==> src/sv/plr_pkg.sv <==
package plr_pkg;

    // Default tile coordinate width (tile is 2^COORD_BITS pixels on a side)
    localparam int COORD_BITS_DEF = 6;

    // Width of the coordinate fields at the ports
    localparam int PIX_W = 6;

    // Depth of the job queue between front and back
    localparam int QUEUE_DEPTH_DEF = 2;

    // Request type codes
    localparam logic REQ_PRESS  = 1'b0;
    localparam logic REQ_MOTION = 1'b1;

endpackage

==> src/sv/plr_front.sv <==
module plr_front
    import plr_pkg::*;
#(
    parameter int COORD_BITS = COORD_BITS_DEF,
    parameter int JOB_W      = 4 * COORD_BITS + 4
)
(
    input  logic             clk,
    input  logic             rst_n,
    input  logic             req_valid,
    output logic             req_ready,
    input  logic             req_type,
    input  logic             button_held,
    input  logic [PIX_W-1:0] point_x,
    input  logic [PIX_W-1:0] point_y,
    input  logic             job_ready,
    output logic             job_push,
    output logic [JOB_W-1:0] job_data
);

    localparam int CB = COORD_BITS;
    localparam int CW = COORD_BITS + 1;

    typedef struct packed {
        logic          major_x;
        logic          minor_neg;
        logic [CB-1:0] a0;
        logic [CB-1:0] b0;
        logic [CW-1:0] den;
        logic [CW-1:0] step;
    } job_t;

    logic [CB-1:0] pen_x_reg, pen_x_next;
    logic [CB-1:0] pen_y_reg, pen_y_next;

    logic [CB-1:0] px, py;
    logic [CB-1:0] xa, ya, xb, yb;
    logic          swap_x;
    logic          dy_neg;
    logic [CB-1:0] ady;
    logic [CW-1:0] w, h, hh_mag;
    logic          accept, draws;
    job_t          job;

    assign px = point_x[CB-1:0];
    assign py = point_y[CB-1:0];

    // Order endpoints so that the left one comes first
    assign swap_x = pen_x_reg > px;
    assign xa     = swap_x ? px : pen_x_reg;
    assign ya     = swap_x ? py : pen_y_reg;
    assign xb     = swap_x ? pen_x_reg : px;
    assign yb     = swap_x ? pen_y_reg : py;

    // Extents: w = dx + 1, h = |dy| + 1, negative dy biased by one
    assign dy_neg = yb < ya;
    assign ady    = dy_neg ? CB'(ya - yb) : CB'(yb - ya);
    assign w      = CW'({1'b0, xb} - {1'b0, xa} + CW'(1));
    assign h      = CW'({1'b0, ady} + CW'(1));
    assign hh_mag = dy_neg ? h : {1'b0, ady};

    // Build the job for the back end
    always_comb
    begin
        job = '0;
        if (req_type == REQ_PRESS)
        begin
            job.major_x   = 1'b1;
            job.minor_neg = 1'b0;
            job.a0        = px;
            job.b0        = py;
            job.den       = CW'(1);
            job.step      = '0;
        end
        else if (w > h)
        begin
            job.major_x   = 1'b1;
            job.minor_neg = dy_neg;
            job.a0        = xa;
            job.b0        = ya;
            job.den       = w;
            job.step      = hh_mag;
        end
        else
        begin
            // y-major: run from the lower y endpoint
            job.major_x   = 1'b0;
            job.minor_neg = dy_neg;
            job.a0        = dy_neg ? yb : ya;
            job.b0        = dy_neg ? xb : xa;
            job.den       = h;
            job.step      = w;
        end
    end

    assign req_ready = job_ready;
    assign accept    = req_valid && req_ready;
    assign draws     = (req_type == REQ_PRESS) || button_held;
    assign job_push  = accept && draws;
    assign job_data  = job;

    // Pen position follows every word that draws
    always_comb
    begin
        pen_x_next = pen_x_reg;
        pen_y_next = pen_y_reg;
        if (job_push)
        begin
            pen_x_next = px;
            pen_y_next = py;
        end
    end

    always_ff @(posedge clk or negedge rst_n)
    begin
        if (!rst_n)
        begin
            pen_x_reg <= '0;
            pen_y_reg <= '0;
        end
        else
        begin
            pen_x_reg <= pen_x_next;
            pen_y_reg <= pen_y_next;
        end
    end

endmodule

==> src/sv/plr_queue.sv <==
module plr_queue
    import plr_pkg::*;
#(
    parameter int WIDTH = 28,
    parameter int DEPTH = QUEUE_DEPTH_DEF
)
(
    input  logic             clk,
    input  logic             rst_n,
    input  logic             push,
    input  logic [WIDTH-1:0] push_data,
    output logic             push_ready,
    input  logic             pop,
    output logic             pop_valid,
    output logic [WIDTH-1:0] pop_data
);

    localparam int PW = (DEPTH > 1) ? $clog2(DEPTH) : 1;
    localparam int NW = $clog2(DEPTH + 1);

    logic [WIDTH-1:0] slot_reg [DEPTH];
    logic [PW-1:0]    wr_ptr_reg, wr_ptr_next;
    logic [PW-1:0]    rd_ptr_reg, rd_ptr_next;
    logic [NW-1:0]    count_reg, count_next;

    assign push_ready = count_reg != NW'(DEPTH);
    assign pop_valid  = count_reg != '0;
    assign pop_data   = slot_reg[rd_ptr_reg];

    // Pointer and fill count update
    always_comb
    begin
        wr_ptr_next = wr_ptr_reg;
        rd_ptr_next = rd_ptr_reg;
        count_next  = count_reg;
        if (push)
            wr_ptr_next = (wr_ptr_reg == PW'(DEPTH - 1)) ? '0 : PW'(wr_ptr_reg + 1'b1);
        if (pop)
            rd_ptr_next = (rd_ptr_reg == PW'(DEPTH - 1)) ? '0 : PW'(rd_ptr_reg + 1'b1);
        if (push && !pop)
            count_next = NW'(count_reg + 1'b1);
        else if (pop && !push)
            count_next = NW'(count_reg - 1'b1);
    end

    always_ff @(posedge clk or negedge rst_n)
    begin
        if (!rst_n)
        begin
            wr_ptr_reg <= '0;
            rd_ptr_reg <= '0;
            count_reg  <= '0;
        end
        else
        begin
            wr_ptr_reg <= wr_ptr_next;
            rd_ptr_reg <= rd_ptr_next;
            count_reg  <= count_next;
        end
    end

    // Storage, no reset
    always_ff @(posedge clk)
    begin
        if (push)
            slot_reg[wr_ptr_reg] <= push_data;
    end

`ifndef SYNTHESIS
    a_count_bound: assert property (@(posedge clk) disable iff (!rst_n)
        count_reg <= NW'(DEPTH))
        else $error("queue count over depth");

    a_no_overflow: assert property (@(posedge clk) disable iff (!rst_n)
        push |-> (push_ready || pop))
        else $error("queue written while full");

    a_no_underflow: assert property (@(posedge clk) disable iff (!rst_n)
        pop |-> pop_valid)
        else $error("queue read while empty");
`endif

endmodule

==> src/sv/plr_back.sv <==
module plr_back
    import plr_pkg::*;
#(
    parameter int COORD_BITS = COORD_BITS_DEF,
    parameter int JOB_W      = 4 * COORD_BITS + 4
)
(
    input  logic             clk,
    input  logic             rst_n,
    input  logic             job_valid,
    input  logic [JOB_W-1:0] job_data,
    output logic             job_pop,
    output logic             pix_valid,
    input  logic             pix_ready,
    output logic [PIX_W-1:0] pixel_x,
    output logic [PIX_W-1:0] pixel_y,
    output logic             last_pixel
);

    localparam int CB = COORD_BITS;
    localparam int CW = COORD_BITS + 1;

    typedef struct packed {
        logic          major_x;
        logic          minor_neg;
        logic [CB-1:0] a0;
        logic [CB-1:0] b0;
        logic [CW-1:0] den;
        logic [CW-1:0] step;
    } job_t;

    job_t          job_reg, job_next;
    logic          busy_reg, busy_next;
    logic [CB-1:0] i_reg, i_next;
    logic [CB-1:0] q_reg, q_next;
    logic [CW-1:0] r_reg, r_next;

    logic             out_valid_reg, out_valid_next;
    logic [PIX_W-1:0] out_x_reg, out_x_next;
    logic [PIX_W-1:0] out_y_reg, out_y_next;
    logic             out_last_reg, out_last_next;

    logic          advance;
    logic          at_last;
    logic [CB-1:0] major, minor;
    logic [CW:0]   sum;
    logic          carry;

    // One pixel per cycle while the output register can take it
    assign advance = busy_reg && (!out_valid_reg || pix_ready);
    assign job_pop = !busy_reg && job_valid;

    // Current pixel and the remainder walk for the next one
    assign major   = CB'(job_reg.a0 + i_reg);
    assign minor   = job_reg.minor_neg ? CB'(job_reg.b0 - q_reg) : CB'(job_reg.b0 + q_reg);
    assign at_last = CW'({1'b0, i_reg} + CW'(1)) == job_reg.den;
    assign sum     = {1'b0, r_reg} + {1'b0, job_reg.step};
    assign carry   = sum >= {1'b0, job_reg.den};

    always_comb
    begin
        job_next  = job_reg;
        busy_next = busy_reg;
        i_next    = i_reg;
        q_next    = q_reg;
        r_next    = r_reg;
        if (job_pop)
        begin
            job_next  = job_t'(job_data);
            busy_next = 1'b1;
            i_next    = '0;
            q_next    = '0;
            r_next    = '0;
        end
        else if (advance)
        begin
            i_next = CB'(i_reg + 1'b1);
            if (carry)
            begin
                r_next = CW'(sum - {1'b0, job_reg.den});
                q_next = CB'(q_reg + 1'b1);
            end
            else
                r_next = CW'(sum);
            if (at_last)
                busy_next = 1'b0;
        end
    end

    // Output register
    always_comb
    begin
        out_valid_next = out_valid_reg;
        out_x_next     = out_x_reg;
        out_y_next     = out_y_reg;
        out_last_next  = out_last_reg;
        if (advance)
        begin
            out_valid_next = 1'b1;
            out_x_next     = PIX_W'(job_reg.major_x ? major : minor);
            out_y_next     = PIX_W'(job_reg.major_x ? minor : major);
            out_last_next  = at_last;
        end
        else if (pix_ready)
            out_valid_next = 1'b0;
    end

    always_ff @(posedge clk or negedge rst_n)
    begin
        if (!rst_n)
        begin
            busy_reg      <= 1'b0;
            out_valid_reg <= 1'b0;
        end
        else
        begin
            busy_reg      <= busy_next;
            out_valid_reg <= out_valid_next;
        end
    end

    always_ff @(posedge clk)
    begin
        job_reg      <= job_next;
        i_reg        <= i_next;
        q_reg        <= q_next;
        r_reg        <= r_next;
        out_x_reg    <= out_x_next;
        out_y_reg    <= out_y_next;
        out_last_reg <= out_last_next;
    end

    assign pix_valid  = out_valid_reg;
    assign pixel_x    = out_x_reg;
    assign pixel_y    = out_y_reg;
    assign last_pixel = out_last_reg;

`ifndef SYNTHESIS
    a_single_borrow: assert property (@(posedge clk) disable iff (!rst_n)
        busy_reg |-> (job_reg.step <= job_reg.den))
        else $error("minor step exceeds denominator");

    a_rem_bound: assert property (@(posedge clk) disable iff (!rst_n)
        busy_reg |-> (r_reg < job_reg.den))
        else $error("remainder out of range");

    a_index_bound: assert property (@(posedge clk) disable iff (!rst_n)
        busy_reg |-> ({1'b0, i_reg} < job_reg.den))
        else $error("pixel index past end of line");
`endif

endmodule

==> src/sv/pen_line_rasterizer_top.sv <==
// Pen line rasterizer. Each request word is a pen press or a pen motion
// inside a 2^COORD_BITS square tile. A press emits one pixel at the point
// and moves the pen there; a motion with the button held emits the pixels
// of the line from the pen to the point, in walk order, and moves the pen;
// a motion without the button emits nothing. The final pixel of each word
// carries last_pixel. The front end takes one request word per cycle while
// its job queue (QUEUE_DEPTH entries, two by default) has room; the back
// end walks a line one pixel per cycle while pix_ready does not stall it,
// for lines of up to 2^COORD_BITS pixels (64 by default). The back end's
// pixel step, one add and compare per pixel, sets the sustained rate.
module pen_line_rasterizer_top
    import plr_pkg::*;
#(
    parameter int COORD_BITS  = COORD_BITS_DEF,
    parameter int QUEUE_DEPTH = QUEUE_DEPTH_DEF
)
(
    input  logic             clk,
    input  logic             rst_n,
    input  logic             req_valid,
    output logic             req_ready,
    input  logic             req_type,
    input  logic             button_held,
    input  logic [PIX_W-1:0] point_x,
    input  logic [PIX_W-1:0] point_y,
    output logic             pix_valid,
    input  logic             pix_ready,
    output logic [PIX_W-1:0] pixel_x,
    output logic [PIX_W-1:0] pixel_y,
    output logic             last_pixel
);

    localparam int JOB_W = 4 * COORD_BITS + 4;

    logic             push, push_ready;
    logic [JOB_W-1:0] push_data;
    logic             pop, pop_valid;
    logic [JOB_W-1:0] pop_data;

    plr_front #(
        .COORD_BITS (COORD_BITS),
        .JOB_W      (JOB_W)
    ) u_front (
        .clk         (clk),
        .rst_n       (rst_n),
        .req_valid   (req_valid),
        .req_ready   (req_ready),
        .req_type    (req_type),
        .button_held (button_held),
        .point_x     (point_x),
        .point_y     (point_y),
        .job_ready   (push_ready),
        .job_push    (push),
        .job_data    (push_data)
    );

    plr_queue #(
        .WIDTH (JOB_W),
        .DEPTH (QUEUE_DEPTH)
    ) u_queue (
        .clk        (clk),
        .rst_n      (rst_n),
        .push       (push),
        .push_data  (push_data),
        .push_ready (push_ready),
        .pop        (pop),
        .pop_valid  (pop_valid),
        .pop_data   (pop_data)
    );

    plr_back #(
        .COORD_BITS (COORD_BITS),
        .JOB_W      (JOB_W)
    ) u_back (
        .clk        (clk),
        .rst_n      (rst_n),
        .job_valid  (pop_valid),
        .job_data   (pop_data),
        .job_pop    (pop),
        .pix_valid  (pix_valid),
        .pix_ready  (pix_ready),
        .pixel_x    (pixel_x),
        .pixel_y    (pixel_y),
        .last_pixel (last_pixel)
    );

endmodule

==> config.mk <==
export PLATFORM = sky130hd
export DESIGN_NAME = pen_line_rasterizer_top
export DESIGN_NICKNAME = d
export VERILOG_FILES = /design/src/sv/plr_pkg.sv /design/src/sv/plr_front.sv /design/src/sv/plr_queue.sv /design/src/sv/plr_back.sv /design/src/sv/pen_line_rasterizer_top.sv
export SDC_FILE = /design/constraint.sdc
export NUM_CORES = 1
export LEC_CHECK = 0
export BUFFER_PORTS_ARGS = -buffer_cell sky130_fd_sc_hd__buf_2
export CORE_MARGIN = 5
export CORE_UTILIZATION = 50
export CTS_BUF_LIST = sky130_fd_sc_hd__clkbuf_8
export CTS_CLUSTER_SIZE = 10
export DETAILED_ROUTE_END_ITERATION = 16
export GPL_TIMING_DRIVEN = 0
export PLACE_DENSITY_LB_ADDON = 0.12
export SYNTH_ARGS = -nofsm -noshare
export SYNTH_HDL_FRONTEND = slang
export SYNTH_SLANG_ARGS = --single-unit
==> constraint.sdc <==
create_clock -name clk -period 8.4 [get_ports clk]
set_input_delay 0.42 -clock clk [delete_from_list [all_inputs] [get_ports clk]]
set_output_delay 0.42 -clock clk [all_outputs]
set_load 0.1 [all_outputs]
**Word-level counts from Yosys, hierarchy flattened**

Memory sizes are Yosys's and may differ from the RTL's. A register that Yosys moved wholly into a read port is not among the register bits.
Cells that the tools add are included.

- Add/sub/neg operators: 17
- Order comparisons: 4
- Equality and inequality tests: 2
- Multiplexer cells: 25
- Bitwise logic cells: 1
- Reduce and logical (&&, ||, !) cells: 19

Operator list:

| operator | number |
|---|---|
| 6-bit two-way mux | 10 |
| 28-bit two-way mux | 2 |
| 6-bit subtractor | 3 |
| 6-bit by 1-bit adder with 7-bit output (second input constant) | 2 |
| 7-bit two-way mux | 2 |
| 6-bit by 1-bit adder with 6-bit output (second input constant) | 2 |
| 6-bit adder | 2 |
| 2-bit nonzero test | 5 |
| 1-bit two-way mux | 9 |
| 7-bit by 7-bit adder with 8-bit output | 1 |
| 8-bit by 7-bit greater-or-equal comparator with 1-bit output | 1 |
| 7-bit by 1-bit adder with 7-bit output (second input constant) | 1 |
| 7-bit equality test | 1 |
| 7-bit greater-than comparator | 1 |
| 6-bit by 6-bit subtractor with 7-bit output | 1 |
| 7-bit subtractor | 1 |
| 6-bit greater-than comparator | 1 |
| 1-bit logical AND | 6 |
| 6-bit less-than comparator | 1 |
| 1-bit zero test | 4 |
| 2-bit two-way mux | 2 |
| 2-bit AND reduction | 2 |
| 1-bit adder (second input constant) | 2 |
| 2-bit by 1-bit adder with 2-bit output (second input constant) | 1 |
| other kinds (4) | 5 |

- Register bits: 50
- Bits in writable memories: 56
- Input port bits: 18
- Output and inout bits: 15
- Logic and storage cells: 82
- Memories kept: 1

Memory list:

| memory | words | bits a word | rd ports | clocked after Yosys merged registers in | wr ports | line | source |
|---|---|---|---|---|---|---|---|
| u_queue.slot_reg | 2 | 28 | 1 | 1 | 1 | plr_queue.sv:21 | `logic [WIDTH-1:0] slot_reg [DEPTH];` |

**Longest topological paths before layout**

- Depth after elaboration: 8
- Depth in mapped cells: 30
- Depth with buffers taken out: 25

**Hierarchy**

A second synthesis with hierarchy kept.

- Cells, all modules: 792
- Area total of the unflattened synthesis: 8306.7 um^2

By module, submodules not included:

| module | instances | cells each | area an instance (um^2) |
|---|---|---|---|
| plr_back | 1 | 306 | 3407.0 |
| plr_front | 1 | 383 | 2642.5 |
| plr_queue | 1 | 103 | 2257.2 |

**Worst setup path before layout**

OpenSTA, ideal clock, no wires.

- Kind: input-to-reg
- Start: in point_x[5]
- End: mem u_queue.slot_reg[0][10] (data pin)
- Library setup time: 0.184 ns
- Data arrival time: 6.042 ns
- Data required time: 8.216 ns
- Slack: 2.174 ns
- Cell stages on the path: 30
- Buffers on the path: 6
- Cells stage by stage: inv_1 > ha_1 > and4_1 > o21ai_2 > a31o_2 > buf_6 > clkbuf_1 > nor2_1 > a21oi_1 > ha_1 > a41oi_1 > o21ai_0 > o31ai_1 > a21bo_2 > buf_4 > buf_1 > nand2_1 > o21ai_0 > ha_1 > and4bb_2 > xnor2_1 > ha_1 > a21o_1 > a21o_1 > a221oi_1 > a41o_1 > clkbuf_1 > clkbuf_1 > nor2_1 > a211oi_1

- Longest elaborated chain between the ends: 8
- Elaborated cells on any way between the ends: 15
- Those cells by class: 5 x add/sub; 3 x order compare; 7 x mux

Ends and longest elaborated chain:

| what | line | source |
|---|---|---|
| start: declaration | pen_line_rasterizer_top.sv:24 | `input logic [PIX_W-1:0] point_x,` |
| 6-bit greater-than comparator | plr_front.sv:49 | `assign swap_x = pen_x_reg > px;` |
| 6-bit two-way mux, on equally long branches | plr_front.sv:53, plr_front.sv:51 |  |
| 6-bit subtractor or 6-bit less-than comparator (tied branches) | plr_front.sv:57, plr_front.sv:56 |  |
| 6-bit two-way mux | plr_front.sv:57 | `assign ady = dy_neg ? CB'(ya - yb) : CB'(yb - ya);` |
| 6-bit by 1-bit adder with 7-bit output | plr_front.sv:59 | `assign h = CW'({1'b0, ady} + CW'(1));` |
| 7-bit greater-than comparator | plr_front.sv:75 | `else if (w > h)` |
| 28-bit two-way mux * | plr_front.sv:75 |  |
| 28-bit two-way mux * | plr_front.sv:66 | `if (req_type == REQ_PRESS)` |
| via push_data[10] | pen_line_rasterizer_top.sv:36 | `logic [JOB_W-1:0] push_data;` |
| end: declaration | plr_queue.sv:21 |  |

Mark *: on every way through the listed nets, which the timed path passes. The rest lies on a longest branch.

**Worst setup path in the final report**

- Start: reg u_front.pen_x_reg[5]
- End: mem u_queue.slot_reg[0][25] (data pin)

- Longest elaborated chain between the ends: 8
- Elaborated cells on any way between the ends: 16
- Those cells by class: 5 x add/sub; 3 x order compare; 8 x mux

Ends and longest elaborated chain:

| what | line | source |
|---|---|---|
| start: declaration | plr_front.sv:33 | `logic [CB-1:0] pen_x_reg, pen_x_next;` |
| start signal: assignment | plr_front.sv:123 | `pen_x_reg <= pen_x_next;` |
| 6-bit greater-than comparator | plr_front.sv:49 |  |
| 6-bit two-way mux, on equally long branches | plr_front.sv:53, plr_front.sv:51 |  |
| 6-bit subtractor or 6-bit less-than comparator (tied branches) | plr_front.sv:57, plr_front.sv:56 |  |
| 6-bit two-way mux | plr_front.sv:57 |  |
| 6-bit by 1-bit adder with 7-bit output | plr_front.sv:59 |  |
| 7-bit greater-than comparator | plr_front.sv:75 |  |
| 28-bit two-way mux * | plr_front.sv:75 |  |
| 28-bit two-way mux * | plr_front.sv:66 |  |
| via push_data[25] | pen_line_rasterizer_top.sv:36 |  |

Marks and branches as above.

==> reports/metrics.yaml <==
floorplanning:
  pin_count: 33
  die_h_um: 138
  initial_core_util_pct: 51.2
  die-area_um2: 19100
  rows: 46
  core_um2: 16000
  die_x_um: 138
clock_network:
  htreeDepth: 4
  holdBufCountCts: 1
  clk_latency_ns: 0.44
  cts_tree: "done"
  clockRootBuffer: "clkbuf_8"
  post_cts.repair.setup_buffers: 0
  clk_path_buf_depth: 2
  cts_buffers: 17
  clock-sinks: 134
  clkSlewWorstSetupHoldPaths_ns: 0.08
  postCtsResizedCells: 0
worst_setup_path:
  crit_path_start_kind: "flip-flop"
  required_ns: 8.61
  crit_type: "flip-flop to flip-flop"
  regToRegStartpoint: "u_front.pen_x_reg[5]"
  path_max_fanout: 10
  crit_arrival_ns: 7.91
  endpoint_kind: "flip-flop"
  critPathLaunch: "u_front.pen_x_reg[5]"
sta:
  finalMaxSlewViolations: 0
  rsz0062_at_grt: "false"
  fin_crit_ns: 7.69
  post-route-period-util_pct: 91.6
  clock.fmax_mhz: 130
  setup_violations: 0
  clock_skew_ns: 0.0115
  setup_tns_ns: 0
  hold_viol: 0
  tightest_slew_ns: 1.25
  slew-limit-headroom_pct: 16.5
synth:
  ys_warn_count: 0
  yosys.area.top_type_share_pct: 35.5
  synthTopCellsByArea: "edfxtp_1, ha_1, dfrtp_1"
  ys_top_cells_by_count: "edfxtp_1, nor2_1, nand2_1"
  ys_types: 71
  syn_area_per_cell_um2: 10.4
  synth_nets: 864
  ys_ff_latch: 134
  synth_ff_type: "edfxtp_1"
  yosys.cell_count.top_type: "edfxtp_1"
  synth_area_um2: 8200
  synth_top_cell_by_area: "edfxtp_1"
  yosysSeqAreaShare_pct: 45.7
  async_flop_share_pct: 13.4
  synth_edf_count: 97
  synth_cells: 792
final_layout:
  n_fill_cell: 1426
  nNetsFinal: 914
  area_growth_pct: 10.9
  fin_area_um2: 9090
  utilization_pct: 56.8
  largest_reg_flops: 56
  drive_gt1_share_pct: 14.9
  antenna_cells: 0
detailed_routing:
  num_vias: 6054
  drc_errors: 0
  drtAntennaViolNets: 0
  post_drt_wl_per_cell_um: 17.3
  firstDrtPassIters: 5
  vias_per_cell: 5.65
  drt-total-wl_um: 18500
  drtIter0Drc: 330
grt:
  grt.overflow.total: 0
  grt.total_usage_pct: 19.7
  antenna_found_initial: 0
  grt_pass1_wl_um: 30700
  grt_pass1_vias: 6066
  grt_max_degree: 38
placed_design:
  dp_hpwl_um: 14000
  io_buffers: 29
  post_dp_cell_area_um2: 8630
  globalplace.congestion: 0.958
run:
  drv_cap: 0
hold_path:
  hold_class: "input pin to flip-flop"
  worstHoldStart: "point_y[5]"
status:
  outcome: "finished clean"
==> area by class of cell <==
cell class | count | area, um2 | share of cell area [%]
Sequential cell | 134 | 3740 | 41.2
Inverter | 54 | 203 | 2.23
Clock inverter | 15 | 214 | 2.35
Tap cell | 216 | 270 | 2.97
Timing Repair Buffer | 31 | 170 | 1.87
Clock buffer | 17 | 234 | 2.57
Multi-Input combinational cell | 570 | 4100 | 45.1
Buffer | 34 | 153 | 1.68
==> layer usage <==
metal / track usage, % / up-vias / share of wire, %
li1: - / 2956 / -
met1: 24.7 / 2886 / 44
met5: 0 / - / 0
met2: 32.7 / 167 / 48
met3: 3.62 / 45 / 3.8
met4: 10.1 / 0 / 4.0
==> critical path, stage by stage (launching register included) <==
cell      delay (ns)
dfrtp_1         0.43
ha_1            0.36
a21oi_1         0.40
a31o_2          0.23
buf_6           0.14
clkbuf_1        0.37
a21oi_1         0.15
ha_1            0.21
a41oi_1         0.16
o21ai_0         0.22
o31ai_1         0.40
a21bo_2         0.31
buf_4           0.19
buf_1           0.25
nand2_1         0.18
o21ai_0         0.10
ha_1            0.25
and4bb_2        0.28
xnor2_1         0.28
ha_1            0.30
a21o_1          0.16
a21o_1          0.18
a221oi_1        0.50
a41oi_1         0.22
a21oi_1         0.31
clkbuf_1        0.45
nor2_1          0.10
a21oi_1         0.32
==> cell families (layout without fill, tap and decap cells) <==
family | count (synthesis) | in the layout | share of synthesized area [%]
flops | 134 | 134 | 45.7
xor+xnor | 64 | 64 | 6.93
compound gates | 187 | 187 | 15.1
fa+ha+maj | 55 | 55 | 8.82
mux | 51 | 51 | 6.88
buf+inv | 88 | 151 | 4.32
simple gates | 213 | 213 | 12.3
==> per-stage QoR <==
stage               hold WS [ns]  worst slack, ns  std cells
floorplan                  0.124             2.17        792
global placement           0.416            0.863       1037
detailed placement         0.432            0.678       1038
CTS                        0.210            0.805       1071
global route               0.236            0.183       1071
finish                     0.247            0.709       1071
==> final timing paths <==
kind | end | slack (ns) | cells past startpoint
setup reg to reg | u_queue.slot_reg[0][25] | 0.71 | 27
max in group asynchronous | u_queue.count_reg[0] | 7.55 | 2
setup / recovery | u_queue.slot_reg[0][25] | 0.71 | 27
hold / removal | u_front.pen_y_reg[5] | 0.25 | 3
min in group asynchronous | u_front.pen_y_reg[4] | 0.48 | 2
hold reg to reg | u_back.r_reg[0] | 0.51 | 2
==> cells in the final DEF, fill, tap and decap left out, drive strengths merged, types with 35 or more instances in the layout <==
| master | n |
|---|---|
| xnor2 | 48 |
| nand2 | 62 |
| edfxtp | 97 |
| buf | 39 |
| ha | 49 |
| inv | 56 |
| o21ai | 35 |
| nor2 | 72 |
| a21oi | 60 |
| mux2 | 40 |
| clkbuf | 42 |
Power is not shown: default switching activity piles up to over one toggle a cycle in this logic, so the estimate is an artifact.
